<file path="src/rtl/core/cpi_pkg.sv">
// circle pair intersection: shared widths, codes and word types
// no dependencies; imported by every module of the block
package cpi_pkg;

  localparam int COORD_BITS = 16;
  localparam int FRAC_BITS  = 8;

  // derived widths
  localparam int CW    = COORD_BITS;
  localparam int FW    = FRAC_BITS;
  localparam int DW    = CW + 1;            // centre difference, signed
  localparam int MW    = CW;                // magnitude of a centre difference
  localparam int SQW   = 2 * CW + 2;        // squared distance and radius terms
  localparam int RRW   = SQW + 1;           // r1^2 - r2^2, signed
  localparam int NW    = SQW + 2;           // foot numerator n, signed
  localparam int NMW   = NW - 1;            // magnitude of n
  localparam int RADW  = 2 * SQW + 2 * FW;  // square root radicand
  localparam int ROOTW = RADW / 2;          // square root result
  localparam int P1W   = MW + NMW;          // |d| * |n|
  localparam int T1W   = P1W + FW;          // |d| * |n| * 2^F
  localparam int T2W   = MW + ROOTW;        // |d| * root
  localparam int NUMW  = T1W + 2;           // divider numerator
  localparam int DENW  = SQW + 1;           // divider denominator 2*d2
  localparam int QW    = 41;                // quotient bits kept
  localparam int DIV_LAT = QW + 1;
  localparam int OW    = 26;                // output coordinate width
  localparam int RW    = QW + 3;            // placement sum before saturation

  localparam logic [QW-1:0] QCAP    = {1'b1, {(QW-1){1'b0}}};
  localparam logic [OW-1:0] OUT_MAX = {1'b0, {(OW-1){1'b1}}};
  localparam logic [OW-1:0] OUT_MIN = {1'b1, {(OW-1){1'b0}}};

  // stream words
  localparam int IN_BITS      = 6 * CW;
  localparam int IN_TDATA_W   = ((IN_BITS + 7) / 8) * 8;
  localparam int OUT_BITS     = 2 + 4 * OW;
  localparam int OUT_TDATA_W  = ((OUT_BITS + 7) / 8) * 8;

  // queue between front and back
  localparam int FIFO_AW    = 2;
  localparam int FIFO_DEPTH = 1 << FIFO_AW;

  // point count codes
  localparam logic [1:0] CNT_NONE = 2'd0;
  localparam logic [1:0] CNT_ONE  = 2'd1;
  localparam logic [1:0] CNT_TWO  = 2'd2;

  // classified pair, front to back
  typedef struct packed {
    logic signed [CW-1:0] x1;
    logic signed [CW-1:0] y1;
    logic signed [DW-1:0] dx;
    logic signed [DW-1:0] dy;
    logic signed [NW-1:0] n;
    logic [SQW-1:0]       d2;
    logic [SQW-1:0]       ka;
    logic [SQW-1:0]       kb;
    logic [1:0]           cnt;
  } cpi_item_t;

  // result word
  typedef struct packed {
    logic [1:0]           cnt;
    logic signed [OW-1:0] ax;
    logic signed [OW-1:0] ay;
    logic signed [OW-1:0] bx;
    logic signed [OW-1:0] by;
  } cpi_res_t;

endpackage

</file>
<file path="src/rtl/core/cpi_front.sv">
// circle pair intersection front: differences, squares and classification
// depends on cpi_pkg
module cpi_front import cpi_pkg::*; (
  input  logic                  clk_i,
  input  logic                  rst_ni,
  input  logic                  s_valid_i,
  output logic                  s_ready_o,
  input  logic [IN_TDATA_W-1:0] s_data_i,
  output logic                  item_valid_o,
  input  logic                  item_ready_i,
  output cpi_item_t             item_o
);

  logic en;
  logic f1_vld_q, f2_vld_q, f3_vld_q;

  logic signed [CW-1:0] in_x1, in_y1, in_x2, in_y2;
  logic [CW-1:0]        in_r1, in_r2;

  logic signed [CW-1:0] f1_x1_q, f1_y1_q;
  logic signed [DW-1:0] f1_dx_q, f1_dy_q;
  logic [CW:0]          f1_rs_q;
  logic signed [CW:0]   f1_rd_q;

  logic signed [CW-1:0]   f2_x1_q, f2_y1_q;
  logic signed [DW-1:0]   f2_dx_q, f2_dy_q;
  logic signed [2*DW-1:0] dxsq_w, dysq_w, difsq_w;
  logic [SQW-1:0]         sumsq_w;
  logic signed [RRW-1:0]  rr_w;
  logic [SQW-1:0]         f2_dxsq_q, f2_dysq_q, f2_sum2_q, f2_dif2_q;
  logic signed [RRW-1:0]  f2_rr_q;

  logic [SQW-1:0] d2_w;
  cpi_item_t      f3_d, f3_q;

  assign en        = !f3_vld_q || item_ready_i;
  assign s_ready_o = en;

  // word unpacking
  assign in_x1 = s_data_i[0*CW +: CW];
  assign in_y1 = s_data_i[1*CW +: CW];
  assign in_r1 = s_data_i[2*CW +: CW];
  assign in_x2 = s_data_i[3*CW +: CW];
  assign in_y2 = s_data_i[4*CW +: CW];
  assign in_r2 = s_data_i[5*CW +: CW];

  // stage valids
  always_ff @(posedge clk_i or negedge rst_ni) begin
    if (!rst_ni) begin
      f1_vld_q <= 1'b0;
      f2_vld_q <= 1'b0;
      f3_vld_q <= 1'b0;
    end else if (en) begin
      f1_vld_q <= s_valid_i;
      f2_vld_q <= f1_vld_q;
      f3_vld_q <= f2_vld_q;
    end
  end

  // products of stage two
  assign dxsq_w  = f1_dx_q * f1_dx_q;
  assign dysq_w  = f1_dy_q * f1_dy_q;
  assign difsq_w = f1_rd_q * f1_rd_q;
  assign sumsq_w = f1_rs_q * f1_rs_q;
  assign rr_w    = $signed({1'b0, f1_rs_q}) * f1_rd_q;

  // distance, foot numerator and classification
  always_comb begin
    d2_w      = f2_dxsq_q + f2_dysq_q;
    f3_d.x1   = f2_x1_q;
    f3_d.y1   = f2_y1_q;
    f3_d.dx   = f2_dx_q;
    f3_d.dy   = f2_dy_q;
    f3_d.d2   = d2_w;
    f3_d.n    = {f2_rr_q[RRW-1], f2_rr_q} + $signed({2'b00, d2_w});
    f3_d.ka   = f2_sum2_q - d2_w;
    f3_d.kb   = d2_w - f2_dif2_q;
    priority if (d2_w == '0 || d2_w > f2_sum2_q || d2_w < f2_dif2_q) begin
      f3_d.cnt = CNT_NONE;
    end else if (d2_w == f2_sum2_q) begin
      f3_d.cnt = CNT_ONE;
    end else begin
      f3_d.cnt = CNT_TWO;
    end
  end

  // payload stages
  always_ff @(posedge clk_i) begin
    if (en) begin
      f1_x1_q   <= in_x1;
      f1_y1_q   <= in_y1;
      f1_dx_q   <= {in_x2[CW-1], in_x2} - {in_x1[CW-1], in_x1};
      f1_dy_q   <= {in_y2[CW-1], in_y2} - {in_y1[CW-1], in_y1};
      f1_rs_q   <= {1'b0, in_r1} + {1'b0, in_r2};
      f1_rd_q   <= $signed({1'b0, in_r1}) - $signed({1'b0, in_r2});
      f2_x1_q   <= f1_x1_q;
      f2_y1_q   <= f1_y1_q;
      f2_dx_q   <= f1_dx_q;
      f2_dy_q   <= f1_dy_q;
      f2_dxsq_q <= dxsq_w;
      f2_dysq_q <= dysq_w;
      f2_dif2_q <= difsq_w;
      f2_sum2_q <= sumsq_w;
      f2_rr_q   <= rr_w;
      f3_q      <= f3_d;
    end
  end

  assign item_valid_o = f3_vld_q;
  assign item_o       = f3_q;

endmodule

</file>
<file path="config.mk">
export PLATFORM = sky130hd
export DESIGN_NAME = cpi_front
export DESIGN_NICKNAME = d
export VERILOG_FILES = /design/src/rtl/core/cpi_pkg.sv /design/src/rtl/core/cpi_front.sv
export SDC_FILE = /design/constraint.sdc
export NUM_CORES = 2
export LEC_CHECK = 0
export BUFFER_PORTS_ARGS = -buffer_cell sky130_fd_sc_hd__buf_2
export CORE_MARGIN = 2
export CORE_UTILIZATION = 59
export DETAILED_ROUTE_END_ITERATION = 10
export GPL_TIMING_DRIVEN = 0
export PLACE_DENSITY_LB_ADDON = 0.1
export SETUP_SLACK_MARGIN = 0.02
export SLEW_MARGIN = 5
export SYNTH_ARGS = -nofsm -noshare
export SYNTH_HDL_FRONTEND = slang
export SYNTH_SLANG_ARGS = --single-unit
</file>
<file path="constraint.sdc">
create_clock -name clk_i -period 25.5 [get_ports clk_i]
set_input_delay 6.375 -clock clk_i [delete_from_list [all_inputs] [get_ports clk_i]]
set_output_delay 6.375 -clock clk_i [all_outputs]
set_load 0.02 [all_outputs]
</file>
Word level (Yosys, flattened, before mapping)
Index checks and enable logic that the tools add are counted.
{"block": "word_totals", "reg_bits": 546, "input_bits": 100}
{"block": "op_classes", "muxes": 1, "order_cmp": 2, "n_eq_ne": 1, "reduce_logical": 5, "addsub": 8, "multipliers": 5}
{"cell": "17-bit by 17-bit multiplier with 34-bit output", "n": 4}
{"cell": "34-bit subtractor", "n": 2}
{"cell": "16-bit by 16-bit subtractor with 17-bit output", "n": 3}
{"cell": "35-bit by 35-bit adder with 36-bit output", "n": 1}
{"cell": "18-bit by 17-bit multiplier with 35-bit output", "n": 1}
{"cell": "34-bit adder", "n": 1}
{"cell": "34-bit equality test", "n": 1}
{"cell": "34-bit greater-than comparator", "n": 1}
{"cell": "34-bit zero test", "n": 1}
{"cell": "34-bit < comparator", "n": 1}
{"cell": "16-bit by 16-bit adder with 17-bit output", "n": 1}
{"cell": "1-bit logical OR", "n": 3}
{"cell": "2-bit two-way mux", "n": 1}
{"cell": "1-bit zero test", "n": 1}

Logic depth before layout (Yosys ltp)
{"block": "logic_depth", "ltp_word": 4, "ltp_mapped": 29, "mapped_depth_nobuf": 28}

Least setup slack after synthesis
No wires, ideal clock.
{"block": "synth_path", "path_type": "input to output", "startpoint": "input port item_ready_i", "endpoint": "output port s_ready_o", "slack_ps": -150, "arrival_ps": 19275, "path_buffers": 0, "required_ps": 19125, "cell_stages": 1, "cell_sequence": "nand2b_1"}
{"block": "synth_between", "elab_chain_len": 1}
{"item": "start: declaration", "line_no": "cpi_front.sv:10", "text": "input logic item_ready_i,"}
{"item": "1-bit logical OR", "line_no": "cpi_front.sv:36", "text": "assign en = !f3_vld_q || item_ready_i;"}
{"item": "end: declaration", "line_no": "cpi_front.sv:7", "text": "output logic s_ready_o,"}
No other way between the ends.

Final worst setup path
Ends and elaborated chain as after synthesis.

==> metrics.txt <==
DR vias=49490; htree depth=2; CORE AREA=121200 sq um; Synth top area share=0.3392; status=finished, final reports clean; startpoint types=primary input; WS Path Type=in -> out; fin nets=9399; First DRT Iteration DRCs=4130; Post-Syn Area=71820 sq um; Clock Tree Root=clkbuf_16; die extent in x=352.9 um; sequential area share after synthesis=0.2239; Port-buffer cells=307; Post-CTS Setup Inserts=0; Synth cell types=82; setup TNS=0 ps; Detail Route Antenna Nets=0; synthesized area per cell=10.26 sq um; minimum clock period=13840 ps; Max Fclk=0.07227 GHz; total CTS buffers=60; pre-CTS setup slack=11640 ps; cts hold-fix bufs=0; die area=124500 sq um; num rows=128; share of post-route cells with drive strength above 1=0.06407; Net Count, Synth=9022; Residual DRC=0; post-DR vias/cell=5.465; Pre-Repair DR Iteration Count=5; Yosys warning count=0; CP Max Fanout=66; Synth Register Bits=536; TritonCTS clock tree=yes; Hold WC Path Type=reg -> reg; Final Hold Fails=0; io pins=308; vias in the first global route=51850; Fin Clk Skew=47.62 ps; GP Congestion=0.9639; Worst slew margin=0.03996; GR Util All Layers=0.3053; total gr overflow=0; cell with the most instances after synthesis=inv_1; synth cell count leaders=inv_1, fa_1, ha_1; CTS clk-pin slew, worst paths=70 ps; initial antenna violation count=4; largest net degree at the start of global routing=69; max-cap violations=0; leading area contributor after synthesis=fa_1; final WL=183.1 mm; Max clock buf depth=3; Die Ht=352.9 um; endpoints failing setup=0; Post-DP HPWL=150.2 mm; Worst Setup End Kind=primary output; clk_lat worst skew=720 ps; starting density of the core=0.5924; period utilization=0.5426; required time worst endpoint=19120 ps; worst slew pin tran=1430 ps; max-slew violations=0; Post-synth EDFFs=533; min setup slack post-route=11660 ps; Routed WL per cell=20.21 um; post-cts repair resize count=0; Cells after Synth=7000; Worst Path Arrival=7460 ps; Synth-to-Final Area Change=8.303%; first-pass GRT wire length=290.4 mm; RSZ-0062 raised after global routing=no; CTS Sinks=536; largest cells by area after synthesis=fa_1, edfxtp_1, ha_1; asr flop ratio synth=0.005597; Top FF cell, synth=edfxtp_1
through the flow:
stage | util | cell area (sq um) | instances | hold WS (ps)
2_1_floorplan | - | 71820 | 7000 | 400.3
3_3_place_gp | 0.6219 | 75390 | 8932 | 400.3
3_5_place_dp | 0.6237 | 75620 | 8940 | 404.5
4_1_cts | 0.6415 | 77770 | 9054 | 409.3
5_1_grt | 0.6415 | 77770 | 9054 | 420.4
6_report | 0.6416 | 77780 | 9057 | 409.3
cell families (layout without fill, tap and decap cells):
family	count (synthesis)	after routing	synth area share
fa+ha+maj	1922	1922	0.4621
compound gates	769	769	0.07028
simple gates	1491	1491	0.09923
xor+xnor	343	343	0.04183
mux	14	14	0.002021
other cells	0	3	0
buf+inv	1925	2354	0.1007
flops	536	536	0.2239
flip-flops by register name, indices dropped and copies added (netlist names), 17 cells and up:
signal	flops
f2_dif2_q	33
f2_rr_q	34
f1_dy_q	17
f2_sum2_q	32
f1_dx_q	17
f2_dxsq_q	32
f1_rs_q	17
f2_dysq_q	32
f2_dx_q	17
f2_dy_q	17
item_o	205
critical path: stages:
cell and delay (ps):
buf_2 80, nand2b_4 700, buf_2 300
cell type report:
| class | instances | area (sq um) |
|---|---|---|
| flip-flops and latches | 536 | 16080 |
| multi-input cells | 4539 | 48520 |
| plain buffers | 170 | 643.1 |
| well taps | 1625 | 2033 |
| fillers | 10010 | 43450 |
| clock buffers | 68 | 1531 |
| clock inverters | 46 | 628.1 |
| inverters | 1755 | 6588 |
| repair buffers | 315 | 1749 |
| diodes | 3 | 7.507 |
layer usage:
layer | share of wire | vias to the layer above | track usage | wire (um)
li1 | - | 22480 | - | -
met1 | 0.43 | 24720 | 0.4442 | 78820
met2 | 0.43 | 1989 | 0.4505 | 78120
met3 | 0.10 | 307 | 0.07767 | 19150
met4 | 0.038 | 2 | 0.09778 | 6872
met5 | 0.00052 | - | 0.005283 | 96
worst paths after layout:
path                                      start                        to  slack, ps  depth (start not counted)
setup reg to reg           f1_rd_q[4]$_DFFE_PP_   f2_dif2_q[33]$_DFFE_PP_      16430                         27
hold / removal             f2_dx_q[4]$_DFFE_PP_     item_o[161]$_DFFE_PP_        410                          0
max in group asynchronous                rst_ni  item_valid_o$_DFFE_PN0P_      19960                          1
min in group asynchronous                rst_ni      f1_vld_q$_DFFE_PN0P_       5440                          1
setup / recovery                   item_ready_i                 s_ready_o      11660                          3
hold reg to reg            f2_dx_q[4]$_DFFE_PP_     item_o[161]$_DFFE_PP_        410                          0
layout by cell type (no fill, tap or decap), types with 173 or more instances in the layout:
cell type,n
buf_2,308
nor2_1,298
a21oi_1,233
xnor2_1,261
and2_1,325
inv_1,1751
ha_1,705
nand2_1,546
fa_1,1217
clkbuf_1,173
edfxtp_1,533
Power is left out: the tool's default activity adds up to more than one toggle a clock period on the data nets, which glitch-free logic cannot reach.
