### src/rtl/core/cpi_pkg.sv
// circle pair intersection: shared widths, codes and word types
// no dependencies; imported by every module of the block
package cpi_pkg;

  localparam int COORD_BITS = 16;
  localparam int FRAC_BITS  = 8;

  // derived widths
  localparam int CW    = COORD_BITS;
  localparam int FW    = FRAC_BITS;
  localparam int DW    = CW + 1;            // centre difference, signed
  localparam int MW    = CW;                // magnitude of a centre difference
  localparam int SQW   = 2 * CW + 2;        // squared distance and radius terms
  localparam int RRW   = SQW + 1;           // r1^2 - r2^2, signed
  localparam int NW    = SQW + 2;           // foot numerator n, signed
  localparam int NMW   = NW - 1;            // magnitude of n
  localparam int RADW  = 2 * SQW + 2 * FW;  // square root radicand
  localparam int ROOTW = RADW / 2;          // square root result
  localparam int P1W   = MW + NMW;          // |d| * |n|
  localparam int T1W   = P1W + FW;          // |d| * |n| * 2^F
  localparam int T2W   = MW + ROOTW;        // |d| * root
  localparam int NUMW  = T1W + 2;           // divider numerator
  localparam int DENW  = SQW + 1;           // divider denominator 2*d2
  localparam int QW    = 41;                // quotient bits kept
  localparam int DIV_LAT = QW + 1;
  localparam int OW    = 26;                // output coordinate width
  localparam int RW    = QW + 3;            // placement sum before saturation

  localparam logic [QW-1:0] QCAP    = {1'b1, {(QW-1){1'b0}}};
  localparam logic [OW-1:0] OUT_MAX = {1'b0, {(OW-1){1'b1}}};
  localparam logic [OW-1:0] OUT_MIN = {1'b1, {(OW-1){1'b0}}};

  // stream words
  localparam int IN_BITS      = 6 * CW;
  localparam int IN_TDATA_W   = ((IN_BITS + 7) / 8) * 8;
  localparam int OUT_BITS     = 2 + 4 * OW;
  localparam int OUT_TDATA_W  = ((OUT_BITS + 7) / 8) * 8;

  // queue between front and back
  localparam int FIFO_AW    = 2;
  localparam int FIFO_DEPTH = 1 << FIFO_AW;

  // point count codes
  localparam logic [1:0] CNT_NONE = 2'd0;
  localparam logic [1:0] CNT_ONE  = 2'd1;
  localparam logic [1:0] CNT_TWO  = 2'd2;

  // classified pair, front to back
  typedef struct packed {
    logic signed [CW-1:0] x1;
    logic signed [CW-1:0] y1;
    logic signed [DW-1:0] dx;
    logic signed [DW-1:0] dy;
    logic signed [NW-1:0] n;
    logic [SQW-1:0]       d2;
    logic [SQW-1:0]       ka;
    logic [SQW-1:0]       kb;
    logic [1:0]           cnt;
  } cpi_item_t;

  // result word
  typedef struct packed {
    logic [1:0]           cnt;
    logic signed [OW-1:0] ax;
    logic signed [OW-1:0] ay;
    logic signed [OW-1:0] bx;
    logic signed [OW-1:0] by;
  } cpi_res_t;

endpackage

### src/rtl/core/cpi_fifo.sv
// circle pair intersection: short queue between front and back
// depends on cpi_pkg
module cpi_fifo import cpi_pkg::*; (
  input  logic      clk_i,
  input  logic      rst_ni,
  input  logic      wr_valid_i,
  output logic      wr_ready_o,
  input  cpi_item_t wr_item_i,
  output logic      rd_valid_o,
  input  logic      rd_ready_i,
  output cpi_item_t rd_item_o
);

  cpi_item_t          mem_q [FIFO_DEPTH];
  logic [FIFO_AW-1:0] wr_ptr_q, rd_ptr_q;
  logic [FIFO_AW:0]   cnt_q;
  logic               push, pop;

  assign wr_ready_o = cnt_q != (FIFO_AW+1)'(FIFO_DEPTH);
  assign rd_valid_o = cnt_q != '0;
  assign push       = wr_valid_i && wr_ready_o;
  assign pop        = rd_valid_o && rd_ready_i;
  assign rd_item_o  = mem_q[rd_ptr_q];

  // pointers and fill level
  always_ff @(posedge clk_i or negedge rst_ni) begin
    if (!rst_ni) begin
      wr_ptr_q <= '0;
      rd_ptr_q <= '0;
      cnt_q    <= '0;
    end else begin
      if (push) wr_ptr_q <= wr_ptr_q + 1'b1;
      if (pop) rd_ptr_q <= rd_ptr_q + 1'b1;
      if (push && !pop) cnt_q <= cnt_q + 1'b1;
      else if (pop && !push) cnt_q <= cnt_q - 1'b1;
    end
  end

  // entry storage
  always_ff @(posedge clk_i) begin
    if (push) mem_q[wr_ptr_q] <= wr_item_i;
  end

  a_level_bound: assert property (@(posedge clk_i) disable iff (!rst_ni)
    cnt_q <= (FIFO_AW+1)'(FIFO_DEPTH))
    else $error("queue level beyond depth");
  a_level_up: assert property (@(posedge clk_i) disable iff (!rst_ni)
    push && !pop |=> cnt_q == $past(cnt_q) + 1'b1)
    else $error("queue level missed a write");
  a_level_down: assert property (@(posedge clk_i) disable iff (!rst_ni)
    pop && !push |=> cnt_q == $past(cnt_q) - 1'b1)
    else $error("queue level missed a read");

endmodule

### config.mk
export PLATFORM = sky130hd
export DESIGN_NAME = cpi_fifo
export DESIGN_NICKNAME = d
export VERILOG_FILES = /design/src/rtl/core/cpi_pkg.sv /design/src/rtl/core/cpi_fifo.sv
export SDC_FILE = /design/constraint.sdc
export NUM_CORES = 1
export LEC_CHECK = 0
export BUFFER_PORTS_ARGS = -buffer_cell sky130_fd_sc_hd__buf_2
export CORE_ASPECT_RATIO = 0.5
export CORE_MARGIN = 2
export CORE_UTILIZATION = 30
export CTS_BUF_LIST = sky130_fd_sc_hd__clkbuf_16
export DETAILED_ROUTE_END_ITERATION = 10
export GPL_ROUTABILITY_DRIVEN = 0
export GPL_TIMING_DRIVEN = 0
export SYNTH_ARGS = -nofsm -noshare
export SYNTH_HDL_FRONTEND = slang
export SYNTH_SLANG_ARGS = --single-unit
### constraint.sdc
create_clock -name clk_i -period 6.1 [get_ports clk_i]
set_clock_uncertainty 0.15 [all_clocks]
set_input_delay 0.305 -clock clk_i [delete_from_list [all_inputs] [get_ports clk_i]]
set_output_delay 0.305 -clock clk_i [all_outputs]
set_load 0.03 [all_outputs]
## After elaboration in Yosys (flattened, before gate mapping)

Memories as Yosys holds them, arrays and structs flattened.
Cells that the tools add are included.

| cells by class | value |
|---|---|
| add/sub/neg operators | 4 |
| equal/unequal tests | 1 |
| muxes and demuxes | 4 |
| reduce and logical (&&, ||, !) cells | 8 |

Operator list:

| cell | number |
|---|---|
| two-way mux 3 bit | 2 |
| adder 2 x 1 -> 2 bit, second input constant | 2 |
| logical AND 1 bit | 4 |
| adder 3 x 1 -> 3 bit, second input constant | 1 |
| inequality test 3 bit, second input constant | 1 |
| nonzero test 3 bit | 1 |
| subtractor 3 x 1 -> 3 bit, second input constant | 1 |
| zero test 1 bit | 2 |
| two-way mux 1 bit | 2 |
| nonzero test 2 bit | 1 |

| storage, ports and cells | value |
|---|---|
| bits in registers | 7 |
| bits in writable memories | 824 |
| input port bits | 210 |
| logic and storage cells | 21 |
| memories | 1 |

Memory list:

| name | words | bits a word | read ports | clocked after memory_dff | wr ports | line | RTL |
|---|---|---|---|---|---|---|---|
| mem_q | 4 | 206 | 1 | 0 | 1 | cpi_fifo.sv:14 | `cpi_item_t mem_q [FIFO_DEPTH];` |

## Logic depth before layout (Yosys ltp)

| depth | value |
|---|---|
| depth in word-level cells | 6 |
| gate-level depth with buffers | 8 |
| gate-level depth less buffers | 8 |

## Worst setup path after synthesis

No wires, ideal clock.

| path | value |
|---|---|
| path type | register -> register |
| start point | register cnt_q[0] |
| end point | memory mem_q[2][0] in the netlist's numbering, enable pin |
| setup time | 592 ps |
| data arrival time | 5467 ps |
| path slack | -109 ps |
| stages on the path, launching flop included | 4 |
| cells stage by stage | dfrtp_1 -> nor2_1 -> a21boi_2 -> and2_1 |

| between the ends | value |
|---|---|
| longest elaborated chain between the ends | 4 |

RTL lines:

| what | line | RTL |
|---|---|---|
| start, declared | cpi_fifo.sv:16 | `logic [FIFO_AW:0] cnt_q;` |
| start signal, assigned | cpi_fifo.sv:34 | `if (push && !pop) cnt_q <= cnt_q + 1'b1;` |
| start signal, assigned | cpi_fifo.sv:35 | `else if (pop && !push) cnt_q <= cnt_q - 1'b1;` |
| inequality test 3 bit | cpi_fifo.sv:19 | `assign wr_ready_o = cnt_q != (FIFO_AW+1)'(FIFO_DEPTH);` |
| logical AND 1 bit | cpi_fifo.sv:21 | `assign push = wr_valid_i && wr_ready_o;` |
| via push | cpi_fifo.sv:17 | `logic push, pop;` |
| two-way mux 1 bit | cpi_fifo.sv:41 | `if (push) mem_q[wr_ptr_q] <= wr_item_i;` |
| two-way mux 1 bit (implied by the code) | cpi_fifo.sv:41 |  |
| end, declared | cpi_fifo.sv:14 |  |

The timed path passes the listed nets, and every way through them passes these cells.

==> results.md <==
- The routed design has approximately 70000 um of wire.
- By area the synthesized netlist is led by sky130_fd_sc_hd__edfxtp_1 (82%), sky130_fd_sc_hd__mux4_2 (15%), sky130_fd_sc_hd__dfrtp_1 (0.58%).
- The max-slew violation total from the final report is 0.
- The H-tree depth reported by CTS is 3.
- The die span in x is 452 um.
- The netlist area before placement is roughly 30000 um^2.
- Of the post-synthesis cell area, the dominant cell type holds 82.2%.
- The arrival time at the worst endpoint is 2790 ps.
- The die is about 230 um tall.
- The net count after synthesis is 1327.
- The CTS sink count is 831.
- Across the VDD grid, the largest voltage drop is 231 uV.
- In the routed design, unresolved DRC markers number 0.
- The wire length on met2 is 37500 um.
- For this design the ratio of total power to cell area is 504 nW/um^2.
- The critical path class is register to primary output.
- The number of buffers between clock root and the deepest sink is 3.
- In this run the critical register-to-register path is captured at mem_q[2][130].
- The post-route fraction of the period consumed by the critical path is 53.3%.
- Dividing the detail-routed wire length by the instance count gives 21.1 um.
- The logic depth of the worst register-to-register path is 5.
- Of the cells placed in the final design, the portion with a size suffix greater than 1 is 41.9%.
- The initial antenna violation count is 5.
- The clock-pin slew on the worst setup and hold paths is 60 ps.
- The start of the worst register-to-register path is cnt_q[1].
- The global-route congestion overflow total is 0.
- The sequential share of the synthesized area is 82.8%.
- In this run, synthesis produced a sequential element count of 831.
- The core area is about 100000 um^2.
- The predominant post-synthesis flop cell is sky130_fd_sc_hd__edfxtp_1.
- The first-pass GRT wire length is between 100000 and 150000 um.
- The number of hold violations in the final report is 0.
- In this run the core area contains 82 standard-cell rows.
- Overall power consumption after layout is estimated at 19.6 mW.
- Sorting the synthesized cells by how often they occur yields sky130_fd_sc_hd__edfxtp_1 (824), sky130_fd_sc_hd__mux4_2 (206), sky130_fd_sc_hd__buf_2 (24).
- 418 I/O pins were placed.
- The number of port buffers is 417.
- Synthesis handed over a netlist of between 1000 and 1500 instances.
- Each instance of the synthesized netlist takes up on average 27.1 um^2.
- The number of nets with antenna violations after detailed routing is 0.
- Of all nets on the critical path, the largest fanout is 10.
- The final count of negative-setup-slack endpoints is 0.
- In the post-synthesis netlist, the cell with the most instances is sky130_fd_sc_hd__edfxtp_1.
- The number of nets in the finished design is 2050.
- Synthesis instantiated 19 different standard cells from the library.
- The worst relative slew slack is 49.3%.
- For flop-to-flop paths, the worst setup slack is 3290 ps.
- Subtracting the final worst setup slack from the clock period gives 3250 ps.
- The full die area is 103000 um^2.
- The tree is rooted in a sky130_fd_sc_hd__clkbuf_16.
- Setup repair after global routing left no endpoint under its margin.
- Max-cap violations in this run came to 0.
- Detailed routing placed a total of ~2600 um of wire on met3.
- The run finished with clean final reports.
- The startpoint identified for the worst hold timing path is wr_item_i[165].
- The total vias in the final route is 14200.
- STA classifies the critical path startpoint as a register.
- The first-pass iteration count of the detailed router is 4.
- For this run, the number of Yosys warnings is 0.
- The pre-CTS setup slack is 3260 ps.
- Compared with the post-synthesis result, the final layout area differs by 29.3%.
- After legalization and detailed placement, the total HPWL measured 44300 um.
- The pin count of the biggest net entering global routing is 54.
- The path class of the lowest-slack min-delay path is input pin to register.
- TritonCTS created 78 clock buffers.
- The clock tree from TritonCTS is yes.
- The analysis attributes to cell leakage a power of ~13 nW.
- The routed length on met1 is 25800 um.
- Counting flops with an async set or reset pin after synthesis yields a share of 0.842%.
- The worst-margin pin slew is roughly 760 ps.
- The total routing resource utilization after global routing is 13.2%.
- The worst setup path is captured at a primary output.
- Hold timing on the final database bottoms out at a slack of 245 ps.
- Along the worst hold path, the cell count comes to 2.
- In this run, synthesis inferred 824 flip-flops with an integrated enable.
- The largest total area in the synthesized netlist belongs to sky130_fd_sc_hd__edfxtp_1.
- The initial standard-cell utilization of the core is 30.2%.
- The number of global-route vias before repair was 15300.
- The first routing iteration left 859 violations.
- The worst path meets setup with around 2900 ps of slack.
- The capture endpoint of the worst hold path is mem_q[3][165].
- The highest layer touched by signal routing is met5.
- The via count normalized by instance count is 4.39.
- At the worst endpoint, the required time is 5640 ps.
- The achievable frequency is 308 MHz.
- Clock latency on the worst-skew pair, taken at its later pin, is 660 ps.
-- final cells by class --
type / instances / area, um^2
fillers: 8876 / 60900
flip-flops and latches: 831 / 24900
multi-input cells: 231 / 4870
repair buffers: 643 / 4620
clock buffers: 78 / 1950
well taps: 1344 / 1680
clock inverters: 62 / 539
plain buffers: 46 / 319
inverters: 3 / 11.3
diodes: 2 / 5.00
-- flip-flops by register name (all words and copies together) (netlist names) --
register and count:
cnt_q 3, mem_q 824, wr_ptr_q 2, rd_ptr_q 2
-- worst max path at each step --
stage	from	end	slack, ps	depth (start not counted)
floorplan	cnt_q[0]	mem_q[0][0]	2200	3
global placement	cnt_q[0]	mem_q[1][131]	-210	3
detailed placement	cnt_q[0]	mem_q[2][131]	3260	5
CTS	rd_ptr_q[1]	rd_item_o[103]	2750	5
global route	rd_ptr_q[1]	rd_item_o[103]	2720	5
finish	rd_ptr_q[1]	rd_item_o[103]	2850	5
-- power breakdown --
| part | leakage (nW) | internal [mW] | switching, mW | total (mW) |
|---|---|---|---|---|
| Combinational | 4.32 | 2.53 | 4.59 | 7.12 |
| Clock | 1.27 | 2.62 | 2.15 | 4.76 |
| Sequential | 7.63 | 7.52 | 0.209 | 7.73 |
| Total | 13.2 | 12.7 | 6.94 | 19.6 |
-- metal layers --
layer	up-vias	global-route usage [%]
met5	-	0
met1	7539	15.1
met4	4	4.82
met3	118	3.05
met2	258	24.1
li1	6314	-
-- cells by family (layout without fill, tap and decap cells) --
group                      after synthesis  in the layout  share of synthesized area [%]
AOI/OAI and AO/OA                        1              1                         0.0374
xor gates and xnor gates                 6              6                          0.175
adders and majority gates                6              6                          0.274
buffers and inverters                   49            832                           1.10
DFF                                    831            831                           82.8
muxes                                  208            208                           15.5
other                                    0              2                              0
and+or+nand+nor                         10             10                          0.170
-- critical path: stages (launching register included) --
cell	delay, ps
sky130_fd_sc_hd__dfrtp_1	310
sky130_fd_sc_hd__buf_2	290
sky130_fd_sc_hd__buf_2	440
sky130_fd_sc_hd__buf_2	410
sky130_fd_sc_hd__mux4_2	440
sky130_fd_sc_hd__buf_2	220
-- cells in the final DEF (no fill, tap or decap), types with 7 or more instances in the layout --
master | netlist | final
sky130_fd_sc_hd__clkbuf_16 | 0 | 78
sky130_fd_sc_hd__clkinv_2 | 0 | 11
sky130_fd_sc_hd__dfrtp_1 | 7 | 7
sky130_fd_sc_hd__buf_16 | 0 | 15
sky130_fd_sc_hd__buf_6 | 15 | 15
sky130_fd_sc_hd__inv_1 | 3 | 17
sky130_fd_sc_hd__dlygate4sd3_1 | 0 | 210
sky130_fd_sc_hd__edfxtp_1 | 824 | 824
sky130_fd_sc_hd__clkinv_1 | 0 | 18
sky130_fd_sc_hd__buf_2 | 24 | 441
sky130_fd_sc_hd__mux4_2 | 206 | 206
-- stage by stage --
stage | cell area (um^2) | utilization, % | setup TNS (ps) | cells
3_3_place_gp | 33900 | 33.9 | -146190 | 2872
5_1_grt | 38900 | 39.0 | 0 | 3240
2_1_floorplan | 30100 | - | 0 | 1111
4_1_cts | 38900 | 39.0 | 0 | 3238
3_5_place_dp | 34300 | 34.4 | 0 | 2888
6_report | 38900 | 39.0 | 0 | 3240
-- what timing repair did --
action	4_1_cts	5_1_grt
hold buffers	210	0
hold endpoints to repair	835	0
buffers inserted	0	0
gates resized for setup	0	0
Power figures use the tool's default switching activity.
